==> src/rtl/hsten_pkg.sv <==
package hsten_pkg;

  localparam int MAX_WIDTH   = 1024;
  localparam int COL_W       = $clog2(MAX_WIDTH);
  localparam int ROW_W       = 16;
  localparam int TEMP_W      = 24;
  localparam int GWIDTH_W    = 11;
  localparam int GAIN_W      = 15;
  localparam int IDX_W       = 3;
  localparam int CFG_W       = 16;
  localparam int SUM_W       = TEMP_W + 3;
  localparam int PROD_W      = SUM_W + GAIN_W + 1;
  localparam int FRAC_SHIFT  = 16;

  localparam logic signed [PROD_W-1:0] ROUND_BIAS = PROD_W'(32768);

  localparam logic [IDX_W-1:0] REG_GRID_WIDTH  = IDX_W'(0);
  localparam logic [IDX_W-1:0] REG_GRID_HEIGHT = IDX_W'(1);
  localparam logic [IDX_W-1:0] REG_SOURCE_COL  = IDX_W'(2);
  localparam logic [IDX_W-1:0] REG_SOURCE_ROW  = IDX_W'(3);
  localparam logic [IDX_W-1:0] REG_GAIN        = IDX_W'(4);

  localparam logic [GWIDTH_W-1:0] RST_GRID_WIDTH  = GWIDTH_W'(10);
  localparam logic [ROW_W-1:0]    RST_GRID_HEIGHT = ROW_W'(10);
  localparam logic [COL_W-1:0]    RST_SOURCE_COL  = COL_W'(2);
  localparam logic [ROW_W-1:0]    RST_SOURCE_ROW  = ROW_W'(2);
  localparam logic [GAIN_W-1:0]   RST_GAIN        = GAIN_W'(6554);

  typedef struct packed {
    logic              shift;
    logic              emit;
    logic              last;
    logic              src;
    logic              left_edge;
    logic              right_edge;
    logic              top_edge;
    logic              bottom_edge;
    logic [COL_W-1:0]  col;
    logic [COL_W-1:0]  ecol;
    logic [ROW_W-1:0]  erow;
    logic [TEMP_W-1:0] temp;
  } tick_t;

  typedef struct packed {
    logic signed [SUM_W-1:0] sum;
    logic [TEMP_W-1:0]       tc;
    logic                    src;
    logic [COL_W-1:0]        ecol;
    logic [ROW_W-1:0]        erow;
    logic                    last;
  } emit_t;

endpackage

==> src/rtl/hsten_ctrl.sv <==
module hsten_ctrl (
  input  logic                             clk,
  input  logic                             rst,
  input  logic                             cfg_valid,
  input  logic [hsten_pkg::IDX_W-1:0]      cfg_index,
  input  logic [hsten_pkg::CFG_W-1:0]      cfg_data,
  input  logic                             accept,
  input  logic                             action,
  input  logic [hsten_pkg::TEMP_W-1:0]     cell_temp,
  output logic                             load,
  output hsten_pkg::tick_t                 tick,
  output logic [hsten_pkg::GAIN_W-1:0]     gain
);

  logic [hsten_pkg::GWIDTH_W-1:0] grid_width;
  logic [hsten_pkg::ROW_W-1:0]    grid_height;
  logic [hsten_pkg::COL_W-1:0]    source_col;
  logic [hsten_pkg::ROW_W-1:0]    source_row;

  logic [hsten_pkg::COL_W-1:0]    in_col;
  logic [hsten_pkg::ROW_W-1:0]    in_row;
  logic [hsten_pkg::COL_W-1:0]    emit_col;
  logic [hsten_pkg::ROW_W-1:0]    emit_row;

  logic [hsten_pkg::GWIDTH_W-1:0] w_eff;
  logic [hsten_pkg::ROW_W-1:0]    h_eff;
  logic                           complete;
  logic                           ignored;
  logic                           emit;
  logic                           col_end;
  logic                           ecol_end;
  logic                           erow_end;
  logic                           last;

  always_comb begin
    if (grid_width == '0) begin
      w_eff = hsten_pkg::GWIDTH_W'(1);
    end else if (grid_width > hsten_pkg::GWIDTH_W'(hsten_pkg::MAX_WIDTH)) begin
      w_eff = hsten_pkg::GWIDTH_W'(hsten_pkg::MAX_WIDTH);
    end else begin
      w_eff = grid_width;
    end
    h_eff = (grid_height == '0) ? hsten_pkg::ROW_W'(1) : grid_height;

    complete = (in_row >= h_eff);
    ignored  = !complete && action;
    emit     = (in_row >= hsten_pkg::ROW_W'(2)) ||
               ((in_row == hsten_pkg::ROW_W'(1)) && (in_col != '0));
    col_end  = ({1'b0, in_col} + hsten_pkg::GWIDTH_W'(1)) >= w_eff;
    ecol_end = ({1'b0, emit_col} + hsten_pkg::GWIDTH_W'(1)) >= w_eff;
    erow_end = ({1'b0, emit_row} + 17'd1) >= {1'b0, h_eff};
    last     = emit && erow_end && ecol_end;

    load             = accept && !ignored;
    tick.shift       = !last;
    tick.emit        = emit;
    tick.last        = last;
    tick.src         = (emit_col == source_col) && (emit_row == source_row);
    tick.left_edge   = (emit_col == '0);
    tick.right_edge  = ecol_end;
    tick.top_edge    = (emit_row == '0);
    tick.bottom_edge = erow_end;
    tick.col         = in_col;
    tick.ecol        = emit_col;
    tick.erow        = emit_row;
    tick.temp        = complete ? '0 : cell_temp;
  end

  always_ff @(posedge clk) begin
    if (rst) begin
      grid_width  <= hsten_pkg::RST_GRID_WIDTH;
      grid_height <= hsten_pkg::RST_GRID_HEIGHT;
      source_col  <= hsten_pkg::RST_SOURCE_COL;
      source_row  <= hsten_pkg::RST_SOURCE_ROW;
      gain        <= hsten_pkg::RST_GAIN;
      in_col      <= '0;
      in_row      <= '0;
      emit_col    <= '0;
      emit_row    <= '0;
    end else begin
      if (load) begin
        if (emit && !last) begin
          if (ecol_end) begin
            emit_col <= '0;
            emit_row <= emit_row + 1'b1;
          end else begin
            emit_col <= emit_col + 1'b1;
          end
        end
        if (last) begin
          in_col   <= '0;
          in_row   <= '0;
          emit_col <= '0;
          emit_row <= '0;
        end else if (col_end) begin
          in_col <= '0;
          if (!(complete && (in_row >= hsten_pkg::ROW_W'(2)))) begin
            in_row <= in_row + 1'b1;
          end
        end else begin
          in_col <= in_col + 1'b1;
        end
      end
      if (cfg_valid) begin
        case (cfg_index)
          hsten_pkg::REG_GRID_WIDTH: begin
            grid_width <= cfg_data[hsten_pkg::GWIDTH_W-1:0];
            in_col     <= '0;
            in_row     <= '0;
            emit_col   <= '0;
            emit_row   <= '0;
          end
          hsten_pkg::REG_GRID_HEIGHT: begin
            grid_height <= cfg_data[hsten_pkg::ROW_W-1:0];
            in_col      <= '0;
            in_row      <= '0;
            emit_col    <= '0;
            emit_row    <= '0;
          end
          hsten_pkg::REG_SOURCE_COL: begin
            source_col <= cfg_data[hsten_pkg::COL_W-1:0];
          end
          hsten_pkg::REG_SOURCE_ROW: begin
            source_row <= cfg_data[hsten_pkg::ROW_W-1:0];
          end
          hsten_pkg::REG_GAIN: begin
            gain <= cfg_data[hsten_pkg::GAIN_W-1:0];
          end
          default: begin
          end
        endcase
      end
    end
  end

endmodule

==> config.mk <==
export PLATFORM = sky130hd
export DESIGN_NAME = hsten_ctrl
export DESIGN_NICKNAME = d
export VERILOG_FILES = /design/src/rtl/hsten_pkg.sv /design/src/rtl/hsten_ctrl.sv
export SDC_FILE = /design/constraint.sdc
export NUM_CORES = 1
export LEC_CHECK = 0
export BUFFER_PORTS_ARGS = -buffer_cell sky130_fd_sc_hd__buf_2
export CORE_ASPECT_RATIO = 2
export CORE_MARGIN = 1
export CORE_UTILIZATION = 40
export CTS_BUF_LIST = sky130_fd_sc_hd__clkbuf_2
export CTS_CLUSTER_DIAMETER = 120
export DETAILED_ROUTE_END_ITERATION = 10
export HOLD_SLACK_MARGIN = 0.1
export SLEW_MARGIN = 5
export SYNTH_ARGS = -nofsm -noshare
export SYNTH_HDL_FRONTEND = slang
export SYNTH_SLANG_ARGS = --single-unit
==> constraint.sdc <==
create_clock -name clk -period 5.1 [get_ports clk]
set_clock_uncertainty 0.05 [all_clocks]
set_input_delay 0.51 -clock clk [delete_from_list [all_inputs] [get_ports clk]]
set_output_delay 0.51 -clock clk [all_outputs]
set_load 0.01 [all_outputs]
==> summary.txt <==
Timing
  – Worst-margin pin slew: 990 ps
  – RSZ-0062 raised after global routing: no
  – Peak Freq: 0.209 GHz
  – Period utilization: 0.937
  – Endpoints failing setup: 0
  – Post-route setup TNS: 0 ps
  – Rel. slew slack: 0.335
  – Final hold viol count: 0
  – Pins over their slew limit: 0
  – Post-route minimum period: 4780 ps

Yosys
  – Post-synth EDFFs: 0
  – Asr flop ratio synth: 0
  – Synthesis Warnings: 0
  – Yosys cell types: 60
  – Cells after Synth: 916
  – Sequential area share after synthesis: 0.330
  – Synth Net Count: 1027
  – Mapped Area: 0.00727 mm2
  – Number of synthesized register bits: 120
  – Average size of a mapped cell: 7.94 um2
  – Prevailing post-synth register cell: dfxtp_1

Global route
  – Initial antenna violation count: 1
  – Total grt overflow: 0
  – Largest net degree at the start of global routing: 71
  – First-pass GRT wire length: 33500 um
  – Total GRT Usage: 0.232
  – Vias in the first global route: 6555

Clock network
  – CTS Sinks: 120
  – Skew-Pair Late Insertion Delay: 730 ps
  – Inserted Clock Buffers: 17
  – CTS Buffer Depth: 2
  – CTS tree: built
  – CTS Root Buffer Type: clkbuf_2
  – Clk slew on worst S/H paths: 230 ps
  – H-tree depth reported by CTS: 4

Setup path
  – CP Launch Type: flop
  – Critical path endpoint category: output port
  – CP Data Arrival Time: 4220 ps
  – CP Max Fanout: 9
  – Crit path required time: 4540 ps
  – Setup CP Type: reg2out

Power
  – Switching Share: 0.299
  – Seq pwr share: 0.535
  – P_sw: 536 uW
  – PwrDens: 211 mW/mm2
  – Max IR drop VDD: 0.000186 V
  – Gate power share: 0.094
  – Clock Power Share: 0.371
  – Tot Pwr: 1800 uW
  – Leak Pwr: 0.00358 uW
  – P_int: 1260 uW

Die
  – Ports: 132
  – Initial core utilization: 0.409
  – Die extent in x: 97.4 um
  – Die Span Y: 193 um
  – Die area: 0.0188 mm2
  – Std-Cell Rows: 69
  – Core Region: 0.0178 mm2

Drt
  – Via Count: 6911
  – Final ANT Viol Nets: 0
  – DRC: 0
  – Final wirelength: 21600 um
  – 1st-iter DRT viols: 232
  – TritonRoute pass-1 iters: 5
  – Via/cell ratio: 5.47
  – Routed WL per cell: 17.1 um

Finish
  – Final #Nets: 1147
  – Synth-to-Final Area Change: 17.0%
  – # fillers: 1837
  – Share of cells above drive strength 1: 0.197

Placed design
  – Port Buffers: 131
  – Final Wtd Congestion: 0.915
  – Hpwl dp: 16600 um

Run
  – Max Cap Violations: 0

Run status
  – Status: complete, no violations

Min path
  – Worst hold path type: in2reg
[cell usage after synthesis (all sizes together), types with 2 or more instances]
master	count	area (um2)
nor3	8	40.0
or4	7	56.3
mux2i	10	100
clkinv	2	7.51
xnor2	32	280
and3	9	56.3
xor2	26	228
and4	4	35.0
nor2b	10	62.6
a31oi	2	12.5
nand4	10	62.6
o21a	6	45.0
dfxtp	120	2400
nor4	22	138
nor3b	3	27.5
a21o	6	45.0
o211ai	3	27.5
a211oi	5	42.5
or2	8	50.1
a32oi	9	78.8
nand3b	5	37.5
or3b	2	17.5
o31ai	4	30.0
and2	29	181
buf	18	111
clkbuf	43	161
a211o	11	96.3
o21ai	38	190
a21oi	97	489
nand2b	6	37.5
or3	30	188
nand2	147	552
nand3	28	145
inv	34	128
ha	63	788
nor2	45	169
[final timing paths]
path                  from            end  slack, ps  cells after the start
max            emit_row[3]       tick[65]        320                     14
min           cfg_index[2]  source_col[0]        180                      4
max reg2reg    emit_row[3]    emit_row[2]        740                     17
min reg2reg  source_row[5]  source_row[5]        430                      2
[critical path, stage by stage, from the launching register on]
cell      delay (ps)
dfxtp_4          450
nand2_1           80
or4_4            560
nor2_2           140
nand3_2          110
or2_2            350
xnor2_1          130
ha_1             310
nand3_1          100
or3_1            400
a211o_1          240
o211ai_1         220
nand3_2          200
inv_1             80
buf_2            120
[sequential cells by signal, indices dropped and copies added (netlist names)]
name and count:
grid_width 11, source_row 16, emit_col 10, in_row 16, emit_row 16, in_col 10, gain 15, source_col 10
grid_height 16
[final cells by class]
| class | count | area [um2] | area share |
|---|---|---|---|
| diodes | 1 | 2.50 | 0.000294 |
| clock buffers | 17 | 85.1 | 0.0100 |
| clock inverters | 15 | 166 | 0.0196 |
| inverters | 36 | 135 | 0.0159 |
| multi-input cells | 699 | 4500 | 0.529 |
| flip-flops and latches | 120 | 2420 | 0.285 |
| well taps | 213 | 267 | 0.0313 |
| repair buffers | 162 | 928 | 0.109 |
[cells in the final DEF, fill, tap and decap left out, drive strengths merged, types with 10 or more instances in the layout]
| master | count |
|---|---|
| a211o | 11 |
| a21oi | 97 |
| and2 | 29 |
| buf | 146 |
| clkbuf | 17 |
| dfxtp | 120 |
| dlygate4sd3 | 16 |
| ha | 63 |
| inv | 41 |
| mux2i | 10 |
| nand2 | 147 |
| nand3 | 28 |
| nand4 | 10 |
| nor2 | 45 |
| nor2b | 10 |
| nor4 | 22 |
| o21ai | 38 |
| or3 | 30 |
| xnor2 | 32 |
| xor2 | 26 |
[cell families after synthesis]
kind of cell / Yosys count / share of synthesized area
compound gates: 191 / 0.161
xor+xnor: 58 / 0.0698
fa+ha+maj: 63 / 0.108
buf+inv: 97 / 0.0561
flops: 120 / 0.330
mux: 11 / 0.0153
simple gates: 376 / 0.259
[power by group through the flow]
| stage | registers, uW | clock network [uW] | logic (uW) |
|---|---|---|---|
| global route | 964 | 719 | 185 |
| global placement | 982 | 0 | 159 |
| floorplan | 981 | 0 | 91.4 |
| CTS | 964 | 687 | 170 |
| detailed placement | 982 | 0 | 160 |
| finish | 961 | 666 | 168 |
[routing by layer]
layer | global-route usage | up-vias | routed length (um)
met3 | 0.0362 | 46 | 827
met1 | 0.231 | 3217 | 8000
met4 | 0.126 | 0 | 995
li1 | - | 3438 | -
met5 | 0 | - | 0
met2 | 0.454 | 210 | 11700
[stage by stage]
step	setup WS, ps	utilization	instances	hold slack (ps)	area [um2]
3_3_place_gp	580	0.450	1207	405	8010
4_1_cts	1.62	0.474	1257	128	8440
5_1_grt	18.1	0.478	1263	159	8510
6_report	322	0.478	1263	183	8510
3_5_place_dp	505	0.450	1207	413	8010
2_1_floorplan	904	-	916	386	7270
[timing repair]
item	CTS	global route
buffers inserted	2	5
pin swaps	1	3
endpoints found under the setup margin	2	3
gates resized for setup	2	13
hold buffers	16	0
hold endpoints to repair	67	0
No activity file was read; power rests on OpenSTA's default activity.
