$ cat config.mk
export PLATFORM = sky130hd
export DESIGN_NAME = hsten_arith
export DESIGN_NICKNAME = d
export VERILOG_FILES = /design/src/rtl/hsten_pkg.sv /design/src/rtl/hsten_arith.sv
export SDC_FILE = /design/constraint.sdc
export NUM_CORES = 1
export LEC_CHECK = 0
export ABC_AREA = 1
export BUFFER_PORTS_ARGS = -buffer_cell sky130_fd_sc_hd__buf_2
export CORE_MARGIN = 2
export CORE_UTILIZATION = 35
export CTS_CLUSTER_SIZE = 14
export DETAILED_ROUTE_END_ITERATION = 10
export PLACE_DENSITY_LB_ADDON = 0.05
export SYNTH_ARGS = -nofsm -noshare
export SYNTH_HDL_FRONTEND = slang
export SYNTH_SLANG_ARGS = --single-unit
$ cat constraint.sdc
create_clock -name clk -period 19.03 [get_ports clk]
set_input_delay 1.903 -clock clk [delete_from_list [all_inputs] [get_ports clk]]
set_output_delay 1.903 -clock clk [all_outputs]
set_load 0.005 [all_outputs]
$ cat src/rtl/hsten_pkg.sv
package hsten_pkg;

  localparam int MAX_WIDTH   = 1024;
  localparam int COL_W       = $clog2(MAX_WIDTH);
  localparam int ROW_W       = 16;
  localparam int TEMP_W      = 24;
  localparam int GWIDTH_W    = 11;
  localparam int GAIN_W      = 15;
  localparam int IDX_W       = 3;
  localparam int CFG_W       = 16;
  localparam int SUM_W       = TEMP_W + 3;
  localparam int PROD_W      = SUM_W + GAIN_W + 1;
  localparam int FRAC_SHIFT  = 16;

  localparam logic signed [PROD_W-1:0] ROUND_BIAS = PROD_W'(32768);

  localparam logic [IDX_W-1:0] REG_GRID_WIDTH  = IDX_W'(0);
  localparam logic [IDX_W-1:0] REG_GRID_HEIGHT = IDX_W'(1);
  localparam logic [IDX_W-1:0] REG_SOURCE_COL  = IDX_W'(2);
  localparam logic [IDX_W-1:0] REG_SOURCE_ROW  = IDX_W'(3);
  localparam logic [IDX_W-1:0] REG_GAIN        = IDX_W'(4);

  localparam logic [GWIDTH_W-1:0] RST_GRID_WIDTH  = GWIDTH_W'(10);
  localparam logic [ROW_W-1:0]    RST_GRID_HEIGHT = ROW_W'(10);
  localparam logic [COL_W-1:0]    RST_SOURCE_COL  = COL_W'(2);
  localparam logic [ROW_W-1:0]    RST_SOURCE_ROW  = ROW_W'(2);
  localparam logic [GAIN_W-1:0]   RST_GAIN        = GAIN_W'(6554);

  typedef struct packed {
    logic              shift;
    logic              emit;
    logic              last;
    logic              src;
    logic              left_edge;
    logic              right_edge;
    logic              top_edge;
    logic              bottom_edge;
    logic [COL_W-1:0]  col;
    logic [COL_W-1:0]  ecol;
    logic [ROW_W-1:0]  erow;
    logic [TEMP_W-1:0] temp;
  } tick_t;

  typedef struct packed {
    logic signed [SUM_W-1:0] sum;
    logic [TEMP_W-1:0]       tc;
    logic                    src;
    logic [COL_W-1:0]        ecol;
    logic [ROW_W-1:0]        erow;
    logic                    last;
  } emit_t;

endpackage

$ cat src/rtl/hsten_arith.sv
module hsten_arith (
  input  logic                          clk,
  input  logic                          rst,
  input  logic                          advance,
  input  logic                          emit_valid,
  input  hsten_pkg::emit_t              emit_data,
  input  logic [hsten_pkg::GAIN_W-1:0]  gain,
  output logic                          out_valid,
  output logic [hsten_pkg::TEMP_W-1:0]  new_temp,
  output logic [hsten_pkg::COL_W-1:0]   out_col,
  output logic [hsten_pkg::ROW_W-1:0]   out_row,
  output logic                          frame_last
);

  logic                                 s3_valid;
  logic signed [hsten_pkg::PROD_W-1:0]  s3_prod;
  logic [hsten_pkg::TEMP_W-1:0]         s3_tc;
  logic                                 s3_src;
  logic [hsten_pkg::COL_W-1:0]          s3_col;
  logic [hsten_pkg::ROW_W-1:0]          s3_row;
  logic                                 s3_last;

  logic signed [hsten_pkg::PROD_W-1:0]  prod_next;
  logic signed [hsten_pkg::PROD_W-1:0]  rnd;
  logic signed [hsten_pkg::SUM_W-1:0]   q;
  logic signed [hsten_pkg::SUM_W:0]     r;
  logic [hsten_pkg::TEMP_W-1:0]         sat;
  logic [hsten_pkg::TEMP_W-1:0]         temp_next;

  assign prod_next = emit_data.sum * $signed({1'b0, gain});

  always_comb begin
    rnd = s3_prod + hsten_pkg::ROUND_BIAS;
    q   = rnd[hsten_pkg::PROD_W-1:hsten_pkg::FRAC_SHIFT];
    r   = $signed({{(hsten_pkg::SUM_W + 1 - hsten_pkg::TEMP_W){1'b0}}, s3_tc}) +
          $signed({q[hsten_pkg::SUM_W-1], q});
    if (r[hsten_pkg::SUM_W]) begin
      sat = '0;
    end else if (r[hsten_pkg::SUM_W-1:hsten_pkg::TEMP_W] != '0) begin
      sat = '1;
    end else begin
      sat = r[hsten_pkg::TEMP_W-1:0];
    end
    temp_next = s3_src ? s3_tc : sat;
  end

  always_ff @(posedge clk) begin
    if (rst) begin
      s3_valid  <= 1'b0;
      out_valid <= 1'b0;
    end else if (advance) begin
      s3_valid  <= emit_valid;
      out_valid <= s3_valid;
    end
  end

  always_ff @(posedge clk) begin
    if (advance) begin
      s3_prod <= prod_next;
      s3_tc   <= emit_data.tc;
      s3_src  <= emit_data.src;
      s3_col  <= emit_data.ecol;
      s3_row  <= emit_data.erow;
      s3_last <= emit_data.last;
      if (s3_valid) begin
        new_temp   <= temp_next;
        out_col    <= s3_col;
        out_row    <= s3_row;
        frame_last <= s3_last;
      end
    end
  end

endmodule

==> impl_results.md, run 1 <==
* Routed Antenna Nets at 0
* FF-to-FF setup slack at 14.58 ns
* Slew headroom at 0.477
* Util after Layout at 0.388
* First-pass DRT Iterations at 5
* Cell mode on critical path: fa_1
* Avg Cell Area, Syn at 8.27 um2
* Largest net degree at the start of global routing at 53
* Die Ht at 254 um
* Synth Flop Type: edfxtp_1
* Hold Crit Class: flop to flop
* Post-CTS sizing at 0
* Worst reg2reg path endpoint: new_temp[0]$_DFFE_PP_
* CP Depth at 17
* CP delay by family, top: adder cells
* Worst path slowest cell: fa_1
* Kind of critical path: input pin to flop
* Asr flop ratio synth at 0
* Hpwl dp at 50.9 mm
* Final Skew at 0.0105 ns
* Hold Fails Final Rpt at 0
* Setup repair bufs after CTS at 0
* Vias at 16500
* Placed Area at 0.0234 mm2
* Peak Freq at 127 MHz
* Gr usage total at 0.197
* Commonest cells in the synthesized netlist: inv_1, nand2_1, fa_1
* Clock-pin transition on the worst setup and hold timing paths at 0.06 ns
* Max H-tree Level at 4
* Worst slew pin tran at 0.785 ns
* # setup viols final at 0
* Number of synthesized flops with an enable pin at 131
* Synth Instances at 2644
* Yosys Warn Count at 0
* Max-Cap Viols at 0
* R2R Path Start: s3_prod[15]$_DFFE_PP_
* Final instance area at 0.0239 mm2
* Mapped cell area at 0.0219 mm2
* Top-count cell post-synth: inv_1
* DR DRC count at 0
* CTS tree: done
* Port Buffer Count at 149
* Share of cells above drive strength 1 at 0.0833
* Syn nets at 3257
* Crit path to: s3_prod[41]$_DFFE_PP_
* CTS Hold Bufs at 0
* Total gr overflow at 0
* Root buf cell: clkbuf_16
* Ports at 150
* Clock latency on the worst-skew pair at 0.44 ns
* Slew Limit Fails at 0
* Synth top area share at 0.356
* P&R area growth vs syn at 9.38%
* Antenna cell count at 0
* Worst Path Buf+Inv at 4
* Seq/Total Area, Yosys at 0.182
* Dpl cells at 3554
* Synth Register Bits at 133
* Vias in the first global route at 18600
* Largest area contributor in the netlist: fa_1
* Detailed-route wire length at 60.0 mm
* Minimum clock period at 7.89 ns
* Critical path launch point: gain[1]
* Yosys cell types at 41
* Critical path peak fanout at 27
* Critical path's largest stage delay at 0.74 ns
* Initial antenna violation count at 0
* CP Capture Type: flop
* Crit path cell chain: buf_2 > nand2_1 > fa_1 > fa_1 > inv_1 > fa_1 > inv_1 > fa_1 > inv_1 > fa_1 > fa_1 > ha_1 > nand4_1 > nor4_1 > o21ai_0 > nand3_1 > xor2_1
* Req. time, crit path at 19.21 ns
* CTS sink cnt at 133
* # fillers at 6519
* Net count reported at finish at 3349
* Setup crit start kind: input pin
* Total core area at 0.0617 mm2
* Initial Util at 0.354
* Final Instance Count excl. Fillers at 3586
* CTS Buf Count at 17
* Cell Rows at 91
* Setup TNS at 0 ns
* Synth area leaders: fa_1, edfxtp_1, inv_1, nand2_1, ha_1
* R2R cell count at 24
* Period utilisation layout at 0.415
* Unrepaired setup endpoints after global routing: false
* Vias per cell at 4.60
* Wire length per cell at 16.7 um
* Die ar. at 0.0645 mm2
* First-pass GRT wire length at 98.6 mm
* Arrival time worst endpoint at 8.07 ns
* Clock Tree Buf Depth at 2
* Die width at 254 um
* Initial DRC count at 741
* Outcome: finished clean
* RePlAce Congestion at 0.875
## layer usage
metal / up-vias / wire, um / GRT usage
met5: - / 0 / 0
li1: 7902 / - / -
met1: 8214 / 27700 / 0.261
met2: 308 / 29600 / 0.348
met3: 72 / 1730 / 0.0179
met4: 0 / 1060 / 0.0450
## sequential cells by signal, indices dropped and copies added, names as in the netlist, 10 cells and up
| register | count |
|---|---|
| s3_col | 10 |
| s3_prod | 28 |
| s3_tc | 24 |
| out_col | 10 |
| s3_row | 16 |
| new_temp | 24 |
| out_row | 16 |
## layout by cell type, fill, tap and decap left out, types with 5 or more instances in the layout
cell type	synthesis	routed
nor2_1	114	114
nand3_2	5	5
inv_2	8	9
nand2_2	12	12
nor4_1	10	10
edfxtp_1	131	131
nor3_2	5	5
buf_2	3	148
nand4_1	9	9
o21ai_0	39	39
o21a_1	6	6
nor3_1	14	14
fa_1	389	389
nand3_1	53	53
xor2_1	39	39
xnor2_1	35	35
inv_1	725	724
a31oi_1	14	14
a21o_1	12	12
ha_1	126	126
o21bai_1	5	5
a21oi_1	74	74
clkbuf_16	0	17
nand2_1	713	713
## worst min-delay path by stage
stage,startpoint,slack [ns],to,depth (start not counted)
global placement,s3_row[4]$_DFFE_PP_,0.40,out_row[4]$_DFFE_PP_,0
detailed placement,s3_last$_DFFE_PP_,0.40,frame_last$_DFFE_PP_,0
CTS,s3_last$_DFFE_PP_,0.42,frame_last$_DFFE_PP_,0
floorplan,s3_last$_DFFE_PP_,0.40,frame_last$_DFFE_PP_,0
global route,s3_row[15]$_DFFE_PP_,0.42,out_row[15]$_DFFE_PP_,0
finish,s3_last$_DFFE_PP_,0.42,frame_last$_DFFE_PP_,0
## metrics by stage
| step | hold slack (ns) | setup slack [ns] |
|---|---|---|
| after global placement | 0.400 | 10.72 |
| after CTS | 0.420 | 11.12 |
| after floorplan | 0.400 | 11.53 |
| final | 0.417 | 11.14 |
| after global routing | 0.424 | 10.64 |
| after detailed placement | 0.405 | 10.66 |
## kinds of logic after synthesis
family | count (synthesis) | share of synthesized area
fa+ha+maj | 515 | 0.428
compound gates | 158 | 0.0411
buf+inv | 813 | 0.141
simple gates | 951 | 0.178
flops | 133 | 0.182
xor+xnor | 74 | 0.0296
## layout make-up
class / count / area [um2] / share of cell area
Sequential cell: 133 / 3970 / 0.166
Timing Repair Buffer: 152 / 771 / 0.0322
Tap cell: 837 / 1050 / 0.0438
Clock inverter: 10 / 98.8 / 0.00413
Inverter: 734 / 2760 / 0.115
Multi-Input combinational cell: 1698 / 14800 / 0.619
Clock buffer: 22 / 464 / 0.0194
Power of run 1 is left out: the tool's default activity adds up to more than one toggle a clock period on the data nets, which glitch-free logic cannot reach.
==> run 2: changes to the inputs <==
Clock period 19.03 ns to 7.8 ns, I/O delays scaled along.
==> run 2 against run 1 <==
Compared with the run above:
- design area is 0.24% higher
- sequential share of layout area hardly changed
- critical path depth is 2 higher
- highest routed layer unchanged
==> impl_results.md, run 2 (synthesized netlist as in run 1, its figures left out) <==
* Outcome: finished clean
* First-pass DRT Iterations at 5 (unchanged)
* Total gr overflow at 0 (unchanged)
* R2R Path Start: s3_prod[15]$_DFFE_PP_
* Critical path launch point: gain[1]
* Detailed-route wire length at 60.0 mm (about the same)
* Crit path to: s3_prod[41]$_DFFE_PP_
* Initial DRC count at 717 (-3.2%)
* Hold Crit Class: flop to flop
* Multi-input gate area at 0.0148 mm2 (unchanged)
* Setup TNS at 0 ns (unchanged)
* Commonest non-fill, non-tap cell in the layout: inv_1
* DR DRC count at 0 (unchanged)
* Root buf cell: clkbuf_16
* CTS sink cnt at 133 (unchanged)
* Worst reg2reg path endpoint: new_temp[0]$_DFFE_PP_
* Vias at 16500 (+0.18%)
* CP Capture Type: flop
* FF-to-FF setup slack at 3.24 ns (-11.34 ns)
* CTS tree: done
* Largest net degree at the start of global routing at 53 (unchanged)
* Top Registers: s3_prod: 28 flops, new_temp: 24 flops, s3_tc: 24 flops
* Worst slew pin tran at 0.802 ns (+0.0174 ns)
* Setup repair bufs after CTS at 0 (unchanged)
* Req. time, crit path at 7.98 ns (-11.23 ns)
* Clock latency on the worst-skew pair at 0.43 ns (about the same)
* R2R cell count at 24 (unchanged)
* Dpl cells at 3556 (+0.056%)
* Max H-tree Level at 4 (unchanged)
* Port Buffer Count at 149 (unchanged)
* Unrepaired setup endpoints after global routing: false
* CTS Buf Count at 17 (unchanged)
* Routed Antenna Nets at 0 (unchanged)
* Largest Register: s3_prod
* WHS at 0.417 ns (+0.000489 ns)
* Total core area at 0.0617 mm2 (unchanged)
* Hpwl dp at 51.1 mm (+0.50%)
* Net count reported at finish at 3351 (+0.060%)
* P&R area growth vs syn at 9.64%
* # fillers at 6562 (+0.66%)
* Initial Util at 0.354 (unchanged)
* Final instance area at 0.0240 mm2 (+0.24%)
* CTS Hold Bufs at 0 (unchanged)
* Arrival time worst endpoint at 6.91 ns (-1.16 ns)
* Share of cells above drive strength 1 at 0.0843 (+0.00103)
* Hold Fails Final Rpt at 0 (unchanged)
* Post-CTS sizing at 0 (unchanged)
* Wire length per cell at 16.7 um (about the same)
* Slew headroom at 0.465 (-0.0116)
* Minimum clock period at 6.73 ns
* Placed Area at 0.0234 mm2 (about the same)
* First-pass GRT wire length at 97.7 mm (-0.96%)
* Clock-pin transition on the worst setup and hold timing paths at 0.06 ns (about the same)
* Max-Cap Viols at 0 (unchanged)
* RePlAce Congestion at 0.900 (+2.9%)
* Slew Limit Fails at 0 (unchanged)
* Kind of critical path: input pin to flop
* Period utilisation layout at 0.863
* Antenna cell count at 0 (unchanged)
* Register area at 0.00397 mm2 (unchanged)
* Setup crit start kind: input pin
* Critical path peak fanout at 27 (unchanged)
* Final Instance Count excl. Fillers at 3588 (+0.056%)
* Die ar. at 0.0645 mm2 (unchanged)
* Final Skew at 0.0109 ns (+0.000431 ns)
* Cell Rows at 91 (unchanged)
* Vias in the first global route at 18100 (-2.6%)
* Peak Freq at 149 MHz
* Ports at 150 (unchanged)
* Gr usage total at 0.195 (-0.00184)
* Vias per cell at 4.61 (+0.13%)
* Clock Tree Buf Depth at 2 (unchanged)
* # setup viols final at 0 (unchanged)
* Max reg flops at 28 (unchanged)
* Die width at 254 um (unchanged)
* Initial antenna violation count at 0 (unchanged)
* Commonest cells after routing, fill and taps aside: inv_1, nand2_1, fa_1, buf_2, edfxtp_1
* Die Ht at 254 um (unchanged)
[run 2: worst max-delay path, stage by stage]
cell and delay [ns]:
buf_2 0.52, nand2_1 0.27, fa_1 0.69, fa_1 0.73
inv_1 0.20, fa_1 0.44, fa_1 0.52, fa_1 0.54
inv_1 0.05, fa_1 0.48, inv_1 0.04, ha_1 0.40
nand2_1 0.12, nor2_1 0.21, inv_1 0.11, nor4_1 0.36
o21ai_0 0.16, nand3_1 0.17, xor2_1 0.08
[run 2: how the worst min path moves through the flow]
| stage | from | end | cells past startpoint |
|---|---|---|---|
| 2_1_floorplan | s3_last$_DFFE_PP_ | frame_last$_DFFE_PP_ | 0 |
| 3_3_place_gp | s3_col[3]$_DFFE_PP_ | out_col[3]$_DFFE_PP_ | 0 |
| 3_5_place_dp | s3_last$_DFFE_PP_ | frame_last$_DFFE_PP_ | 0 |
| 4_1_cts | s3_row[9]$_DFFE_PP_ | out_row[9]$_DFFE_PP_ | 0 |
| 5_1_grt | s3_row[8]$_DFFE_PP_ | out_row[8]$_DFFE_PP_ | 0 |
| 6_report | s3_col[1]$_DFFE_PP_ | out_col[1]$_DFFE_PP_ | 0 |
[run 2: layout make-up]
| type | count | share of cell area |
|---|---|---|
| Sequential cell | 133 | 0.166 |
| Timing Repair Buffer | 154 | 0.0328 |
| Inverter | 734 | 0.115 |
| Clock buffer | 18 | 0.0179 |
| Multi-Input combinational cell | 1698 | 0.617 |
| Clock inverter | 14 | 0.00731 |
| Tap cell | 837 | 0.0437 |
[run 2: stage by stage]
| step | worst slack, ns | utilization |
|---|---|---|
| after CTS | 1.04 | 0.388 |
| after global routing | 0.675 | 0.388 |
| after detailed placement | 0.593 | 0.379 |
| final | 1.07 | 0.388 |
| after global placement | 0.566 | 0.379 |
| after floorplan | 1.43 | - |
[run 2: layer usage]
metal  track usage  part of all wire
met1         0.262              0.46
met2         0.342              0.49
met3        0.0144             0.026
met4        0.0461             0.017
met5             0                 0
Power of run 2 is left out for the same reason.
==> run 3: changes to the inputs <==
Settings changed: CORE_UTILIZATION 35 to 55.
==> run 3 against run 2 <==
Compared with the run above:
- critical endpoint is now s3_prod[39]$_DFFE_PP_
- hold slack got worse by 0.0073 ns
- critical path type unchanged
- wire length fell by 9.2%
- largest cell class unchanged
- fmax rose by 0.72%
- first-iteration DRC count rose by 29%
- highest routed layer unchanged
==> impl_results.md, run 3 (synthesized netlist as in run 1, its figures left out) <==
* Outcome: finished clean
* Util after Layout at 0.597 (+0.209)
* Clock-pin transition on the worst setup and hold timing paths at 0.06 ns (about the same)
* Worst slew pin tran at 1.07 ns (+0.266 ns)
* Final worst slack at 1.12 ns (+0.0484 ns)
* Antenna cell count at 0 (unchanged)
* Req. time, crit path at 7.97 ns (about the same)
* Detailed-route wire length at 54.5 mm (-9.2%)
* First-pass GRT wire length at 90.1 mm (-7.8%)
* Commonest non-fill, non-tap cell in the layout: inv_1
* Setup TNS at 0 ns (unchanged)
* # fillers at 3635 (-45%)
* Period utilisation layout at 0.857 (-0.00621)
* Multi-input gate area at 0.0148 mm2 (unchanged)
* Largest Register: s3_prod
* Initial Util at 0.554 (+0.200)
* Slew Limit Fails at 0 (unchanged)
* Initial DRC count at 922 (+29%)
* Die width at 203 um (-20%)
* Hpwl dp at 46.2 mm (-9.6%)
* First-pass DRT Iterations at 5 (unchanged)
* Share of cells above drive strength 1 at 0.0843 (unchanged)
* R2R Path Start: s3_prod[15]$_DFFE_PP_
* CTS Buf Count at 17 (unchanged)
* Unrepaired setup endpoints after global routing: false
* P&R area growth vs syn at 7.73%
* Register area at 0.00397 mm2 (unchanged)
* Worst reg2reg path endpoint: new_temp[8]$_DFFE_PP_
* Minimum clock period at 6.68 ns (-0.0484 ns)
* R2R cell count at 25 (+4.2%)
* Slew headroom at 0.287 (-0.178)
* Hold wc startpoint: s3_col[2]$_DFFE_PP_
* Commonest cells after routing, fill and taps aside: inv_1, nand2_1, fa_1, buf_2, edfxtp_1
* Final Skew at 0.00563 ns (-0.00526 ns)
* Largest net degree at the start of global routing at 52 (-1.9%)
* Max H-tree Level at 4 (unchanged)
* Die ar. at 0.0414 mm2 (-36%)
* Clock latency on the worst-skew pair at 0.43 ns (about the same)
* Setup repair bufs after CTS at 0 (unchanged)
* Place WS at 0.709 ns (+0.116 ns)
* # setup viols final at 0 (unchanged)
* Hold endpoint: out_col[2]$_DFFE_PP_
* Initial antenna violation count at 0 (unchanged)
* Total gr overflow at 0 (unchanged)
* Kind of critical path: input pin to flop
* Peak Freq at 150 MHz (+0.72%)
* Post-CTS sizing at 0 (unchanged)
* Clock Tree Buf Depth at 2 (unchanged)
* Arrival time worst endpoint at 6.86 ns (-0.05 ns)
* Routed Antenna Nets at 0 (unchanged)
* CTS sink cnt at 133 (unchanged)
* Cell Rows at 73 (-20%)
* Dpl cells at 3244 (-8.8%)
* CTS tree: done
* Gr usage total at 0.278 (+0.0826)
* DR DRC count at 0 (unchanged)
* FF-to-FF setup slack at 3.42 ns (+0.18 ns)
* CTS Hold Bufs at 0 (unchanged)
* Hold Fails Final Rpt at 0 (unchanged)
* Root buf cell: clkbuf_16
* Max reg flops at 28 (unchanged)
* Wire length per cell at 16.6 um (-0.54%)
* Vias in the first global route at 18000 (-0.55%)
* Die Ht at 203 um (-20%)
* Total core area at 0.0395 mm2 (-36%)
* CP Capture Type: flop
* Final Instance Count excl. Fillers at 3276 (-8.7%)
* RePlAce Congestion at 0.937 (+4.1%)
* Vias at 16800 (+1.5%)
* Hold Crit Class: flop to flop
* Setup crit start kind: input pin
* Critical path peak fanout at 27 (unchanged)
* Port Buffer Count at 149 (unchanged)
* Net count reported at finish at 3351 (unchanged)
* Vias per cell at 5.12 (+11%)
* Hold path cells at 0 (unchanged)
* Ports at 150 (unchanged)
* Max-Cap Viols at 0 (unchanged)
* Top Registers: s3_prod: 28 flops, new_temp: 24 flops, s3_tc: 24 flops
-- run 3: cell types whose count changed in the layout (fill, tap and decap cells not counted), sizes merged --
cell / previous run / this run
bufinv: 3 / 2
clkinvlp: 1 / 2
-- run 3: layout make-up --
cell class / count / share of cell area
clock buffer: 18 / 0.0182
tap: 525 / 0.0279
inverter: 734 / 0.117
clock inverter: 14 / 0.00632
timing repair buffer: 154 / 0.0334
multi-input combinational: 1698 / 0.628
sequential: 133 / 0.169
-- run 3: worst max path at each step --
stage	end	cells past startpoint	from
finish	s3_prod[39]$_DFFE_PP_	19	gain[1]
global route	s3_prod[39]$_DFFE_PP_	19	gain[1]
CTS	s3_prod[39]$_DFFE_PP_	19	gain[1]
detailed placement	s3_prod[39]$_DFFE_PP_	19	gain[1]
global placement	s3_prod[41]$_DFFE_PP_	19	gain[1]
floorplan	s3_prod[40]$_DFFE_PP_	20	gain[2]
-- run 3: worst max-delay path: stages --
cell,delay [ns]
buf_2,0.50
nand2_1,0.27
fa_1,0.69
fa_1,0.75
inv_1,0.21
fa_1,0.49
fa_1,0.53
fa_1,0.53
inv_1,0.06
fa_1,0.49
inv_1,0.04
ha_1,0.36
nand2_1,0.09
nor2_1,0.10
inv_1,0.08
nor4_1,0.38
o21ai_0,0.17
nand3_1,0.18
xor2_1,0.09
-- run 3: stage by stage --
stage / hold WS [ns] / cell area [um2]
after floorplan: 0.400 / 21900
final: 0.410 / 23600
after detailed placement: 0.405 / 23000
after CTS: 0.415 / 23600
after global routing: 0.421 / 23600
after global placement: 0.400 / 23000
-- run 3: per-layer routing --
metal  global-route usage  wire (um)  part of all wire
met2                0.487      27100              0.50
met3               0.0377       3000             0.055
met5                    0          0                 0
met4               0.0884       1480             0.027
met1                0.357      22900              0.42
Power of run 3 is left out for the same reason.
